===== config.mk =====
export PLATFORM = sky130hd
export DESIGN_NAME = hppu_divider
export DESIGN_NICKNAME = d
export VERILOG_FILES = /design/src/hw/rtl/hppu_pkg.sv /design/src/hw/rtl/hppu_divider.sv
export SDC_FILE = /design/constraint.sdc
export NUM_CORES = 2
export LEC_CHECK = 0
export BUFFER_PORTS_ARGS = -buffer_cell sky130_fd_sc_hd__buf_2
export CORE_AREA = 2 2 571 573
export DETAILED_ROUTE_END_ITERATION = 8
export DIE_AREA = 0 0 573 575
export PLACE_DENSITY = 0.65
export SLEW_MARGIN = 10
export SYNTH_ARGS = -nofsm -noshare
export SYNTH_HDL_FRONTEND = slang
export SYNTH_SLANG_ARGS = --single-unit

===== constraint.sdc =====
create_clock -name aclk -period 7.3 [get_ports aclk]
set_input_delay 1.095 -clock aclk [delete_from_list [all_inputs] [get_ports aclk]]
set_output_delay 1.095 -clock aclk [all_outputs]
set_load 0.02 [all_outputs]

===== src/hw/rtl/hppu_pkg.sv =====
// Shared constants and types for the homography point projector.
package hppu_pkg;

    localparam int FRAC_BITS_DEF = 16;
    localparam int Q_BITS        = 16;
    localparam int COEF_W        = 32;
    localparam int CFG_DATA_W    = 64;
    localparam int CFG_IDX_W     = 3;
    localparam int DIM_W         = 15;

    localparam logic [CFG_IDX_W-1:0] REG_ROW0_A      = 3'd0;
    localparam logic [CFG_IDX_W-1:0] REG_ROW0B_ROW1A = 3'd1;
    localparam logic [CFG_IDX_W-1:0] REG_ROW1_B      = 3'd2;
    localparam logic [CFG_IDX_W-1:0] REG_ROW2_A      = 3'd3;
    localparam logic [CFG_IDX_W-1:0] REG_ROW2_B      = 3'd4;
    localparam logic [CFG_IDX_W-1:0] REG_FRAME_W     = 3'd5;
    localparam logic [CFG_IDX_W-1:0] REG_FRAME_H     = 3'd6;

    localparam logic [COEF_W-1:0] H22_RESET     = 32'h0001_0000;
    localparam logic [DIM_W-1:0]  WIDTH_RESET   = 15'd640;
    localparam logic [DIM_W-1:0]  HEIGHT_RESET  = 15'd480;

    localparam logic signed [Q_BITS-1:0] Q_MAX = 16'sh7FFF;
    localparam logic signed [Q_BITS-1:0] Q_MIN = 16'sh8000;

    typedef struct packed {
        logic neg_num;
        logic neg;
        logic num_zero;
        logic den_zero;
        logic ovf;
    } div_flags_t;

endpackage


===== src/hw/rtl/hppu_divider.sv =====
// Pipelined restoring divider: signed quotient, truncated and saturated to 16 bits.
module hppu_divider #(
    parameter int SUM_W = 66 - hppu_pkg::FRAC_BITS_DEF
) (
    input  logic                              aclk,
    input  logic                              en,
    input  logic signed [SUM_W-1:0]           num,
    input  logic signed [SUM_W-1:0]           den,
    output logic signed [hppu_pkg::Q_BITS-1:0] quo,
    output logic                              ok
);

    localparam int QB    = hppu_pkg::Q_BITS;
    localparam int STEPS = QB + 1;
    localparam int CMP_W = SUM_W + STEPS;

    logic [CMP_W-1:0]          rem_reg   [0:STEPS-1];
    logic [SUM_W-1:0]          den_reg   [0:STEPS-1];
    logic [QB-1:0]             q_reg     [0:STEPS];
    hppu_pkg::div_flags_t      flags_reg [0:STEPS];

    logic [SUM_W-1:0] num_mag;
    logic [SUM_W-1:0] den_mag;

    assign num_mag = num[SUM_W-1] ? SUM_W'(-num) : SUM_W'(num);
    assign den_mag = den[SUM_W-1] ? SUM_W'(-den) : SUM_W'(den);

    always_ff @(posedge aclk) begin
        if (en) begin
            rem_reg[0]   <= CMP_W'(num_mag);
            den_reg[0]   <= den_mag;
            q_reg[0]     <= '0;
            flags_reg[0] <= '{neg_num:  num[SUM_W-1],
                               neg:      num[SUM_W-1] ^ den[SUM_W-1],
                               num_zero: (num == '0),
                               den_zero: (den == '0),
                               ovf:      1'b0};
        end
    end

    for (genvar j = 0; j < STEPS; j++) begin : g_step
        localparam int SH = STEPS - 1 - j;
        logic [CMP_W-1:0] dsh;
        logic             ge;

        assign dsh = CMP_W'(den_reg[j]) << SH;
        assign ge  = (rem_reg[j] >= dsh);

        if (j < STEPS - 1) begin : g_carry
            always_ff @(posedge aclk) begin
                if (en) begin
                    rem_reg[j+1] <= ge ? (rem_reg[j] - dsh) : rem_reg[j];
                    den_reg[j+1] <= den_reg[j];
                end
            end
        end

        if (SH == QB) begin : g_ovf
            always_ff @(posedge aclk) begin
                if (en) begin
                    q_reg[j+1]     <= q_reg[j];
                    flags_reg[j+1] <= '{neg_num:  flags_reg[j].neg_num,
                                        neg:      flags_reg[j].neg,
                                        num_zero: flags_reg[j].num_zero,
                                        den_zero: flags_reg[j].den_zero,
                                        ovf:      ge};
                end
            end
        end else begin : g_bit
            always_ff @(posedge aclk) begin
                if (en) begin
                    q_reg[j+1]     <= q_reg[j] | (QB'(ge) << SH);
                    flags_reg[j+1] <= flags_reg[j];
                end
            end
        end
    end

    hppu_pkg::div_flags_t fl;
    logic [QB-1:0]        mag;

    assign fl  = flags_reg[STEPS];
    assign mag = q_reg[STEPS];

    always_comb begin
        quo = '0;
        ok  = 1'b1;
        priority if (fl.den_zero) begin
            ok = 1'b0;
            if (fl.num_zero) quo = '0;
            else quo = fl.neg_num ? hppu_pkg::Q_MIN : hppu_pkg::Q_MAX;
        end else if (fl.ovf) begin
            ok  = 1'b0;
            quo = fl.neg ? hppu_pkg::Q_MIN : hppu_pkg::Q_MAX;
        end else if (!fl.neg) begin
            if (mag[QB-1]) begin
                ok  = 1'b0;
                quo = hppu_pkg::Q_MAX;
            end else begin
                quo = $signed(mag);
            end
        end else begin
            if (mag > {1'b1, {(QB-1){1'b0}}}) begin
                ok  = 1'b0;
                quo = hppu_pkg::Q_MIN;
            end else begin
                quo = $signed(QB'(-mag));
            end
        end
    end

endmodule

==> key figures <==
Min path
  • Hold Path Class: reg2reg

STA
  • Post-layout minimum cycle time: 6.27 ns
  • Clock Skews: 0.0472 ns
  • Hold Vio Cnt, Final: 0
  • WHS: 0.384 ns
  • Rel. slew slack: 0.114
  • Max Clock Freq: 0.160 GHz
  • Final setup viols: 0
  • RSZ-0062 raised after global routing: no
  • Final Max Slew Viols: 0
  • Total Neg Setup Slack: 0 ns
  • Slew @ Worst Pin: 1.32 ns
  • Slack of the critical path: 1.03 ns
  • Final period util: 0.858

Detailed routing
  • DR vias: 89500
  • DR pass1 iterations: 5
  • Post-route ant nets: 0
  • WL per Instance: 18.2 um
  • Routed vias/inst: 5.26
  • DRC violations left: 0
  • Drt total wl: 310000 um
  • Drt first-iter violations: 4863

GRT
  • First-pass GRT wire length: 488000 um
  • Pin count of the biggest net entering global routing: 202
  • Vias in the first global route: 90500
  • GRT overflow: 0
  • Initial antenna violation count: 5
  • Total track usage: 0.184

Yosys
  • Syn Std Cell Area: 129000 um2
  • Post-synthesis sequential area ratio: 0.512
  • Syn Nets: 13400
  • Post-synthesis mux area share: 0.00581
  • Yosys warnings: 0
  • Main combinational cell family by area after synthesis: compound AO/OA/AOI/OAI gates
  • Count of cell types in the netlist: 85
  • Register bit total from synthesis: 2197
  • Synthesized area per cell: 10.3 um2
  • Simple-gate share of the synthesized area: 0.123
  • Asr flop ratio synth: 0
  • Compound-Gate Fraction of Synth Area: 0.167
  • Post-Synth Adder-Cell Area: 0.0838
  • XOR/XNOR Fraction of Synth Area: 0.0632
  • Mapped Cells: 12500
  • Main flop type after synthesis: edfxtp_1
  • Post-synth EDFFs: 2197

Clocking
  • Setup repair bufs after CTS: 0
  • Reg clk slew, reported paths: 0.06 ns
  • CTS Hold Bufs: 0
  • CTS max path bufs: 4
  • Root buffer cell: clkbuf_16
  • Number of buffers created by CTS: 248
  • CTS tree: yes
  • Skew-Pair Late Insertion Delay: 0.90 ns
  • Max H-tree Level: 4
  • Clock Sinks: 2197
  • Resize count post-CTS: 0

Placement
  • Port Buffers: 118
  • Pre-CTS setup slack: 1.87 ns
  • Gp weighted congestion: 0.956
  • DP Area: 134000 um2
  • Detailed placement HPWL: 241000 um

Floorplan
  • Core Area: 323000 um2
  • Die H: 575 um
  • Starting density of the core: 0.399
  • Die area: 329000 um2
  • Io pins: 119
  • Die Width: 573 um
  • Site Rows: 209

Cells and area
  • Post-route cell area: 142000 um2
  • Layout net count: 13400
  • Max reg flops: 1122
  • P&R area growth vs syn: 10.5%
  • Layout cells sized above 1: 0.0604

Power
  • Peak VDD IR: 0.000242 V
  • Tot Pwr: 54.9 mW
  • Leak pwr: 55.7 nW
  • Cell area power density: 385 nW/um2

Setup path
  • Crit path required time: 6.20 ns
  • Crit path launch type: flop
  • Critical path class: reg2out
  • Crit path DAT: 5.17 ns
  • CP max FO: 15
  • Worst setup EP type: output port

Outcome
  • Status: finished clean

Flow run
  • Max cap viols: 0
## routing by layer
layer / global-route usage / vias up / routed length, um
met5: 0 / - / 0
met1: 0.206 / 41300 / 124000
li1: - / 45600 / -
met3: 0.0188 / 783 / 9000
met2: 0.332 / 1853 / 153000
met4: 0.124 / 0 / 23400
## logic make-up (layout without fill, tap and decap cells)
kind of cell,count (synthesis),after routing
and+or+nand+nor,3337,3337
DFF,2197,2197
adders and majority gates,853,853
xor gates and xnor gates,929,929
muxes,67,67
other,0,17
AOI/OAI and AO/OA,3554,3554
buffers and inverters,1550,1747
## synthesized netlist by cell type (all sizes together) (31+ instances only)
cell type,instances,area share
a211oi,67,0.0039
a21boi,40,0.0023
a21o,467,0.027
a21oi,1138,0.044
a31oi,89,0.0043
and2,48,0.0023
and3,76,0.0037
buf,38,0.0011
clkbuf,429,0.012
edfxtp,2197,0.51
ha,837,0.081
inv,1078,0.031
mux2,62,0.0054
nand2,1243,0.036
nand2b,114,0.0055
nand3,200,0.0078
nand4,224,0.011
nor2,736,0.021
nor2b,114,0.0055
nor3,196,0.0077
nor4,106,0.0051
o211ai,46,0.0027
o21a,92,0.0054
o21ai,1049,0.041
o21bai,141,0.0082
o31ai,110,0.0064
o41ai,31,0.0022
or2,42,0.0020
or3,65,0.0032
or4,47,0.0029
xnor2,556,0.038
xor2,373,0.025
## final cells by class
type                    instances  area, um2
flip-flops and latches       2197      66000
clock inverters               165       1650
diodes                         17       42.5
repair buffers                215       1550
inverters                    1083       4070
multi-input cells            8740      57200
well taps                    4325       5410
fillers                     30600     181000
clock buffers                 284       6380
## worst max-delay path, cell delays in order (launching register included)
cell and delay, ns:
edfxtp_1 0.45, inv_1 0.09, ha_1 0.17, or3b_2 0.46, or3_1 0.35, or3_1 0.39
or3_1 0.36, nor3_1 0.33, nand2_1 0.13, o21ai_1 0.40, nand3_1 0.43, o21ai_0 0.29
nand2_1 0.07, o311ai_0 0.11, buf_2 0.23
## final timing paths
path	to	cells past startpoint	slack [ns]	startpoint
worst max-delay path	quo[2]	14	1.03	q_reg[17][0]
worst min-delay path	flags_reg[10][4]	0	0.38	flags_reg[9][4]
worst max register to register	rem_reg[2][60]	13	1.92	den_reg[0][799]
worst min register to register	flags_reg[10][4]	0	0.38	flags_reg[9][4]
## layout by cell type (no fill, tap or decap), types with 91 or more instances in the layout
master and n:
a21o_1 467, a21oi_1 1137, buf_2 117, clkbuf_16 250, edfxtp_1 2197, ha_1 837, inv_1 1078, nand2_1 1241
nand2b_1 114, nand3_1 199, nand4_1 224, nor2_1 733, nor2b_1 114, nor3_1 191, nor4_1 99, o21a_1 91
o21ai_0 1046, o21bai_1 141, o31ai_1 109, xnor2_1 556, xor2_1 373
## power by group
part / switching [mW] / internal, mW
clock network: 5.02 / 7.29
logic: 13.6 / 9.30
registers: 1.72 / 18.0
## metrics by stage
step | util | instances
2_1_floorplan | - | 12500
3_3_place_gp | 0.415 | 16600
3_5_place_dp | 0.415 | 16600
4_1_cts | 0.440 | 17000
5_1_grt | 0.440 | 17000
6_report | 0.440 | 17000
Power figures use the tool's default switching activity.
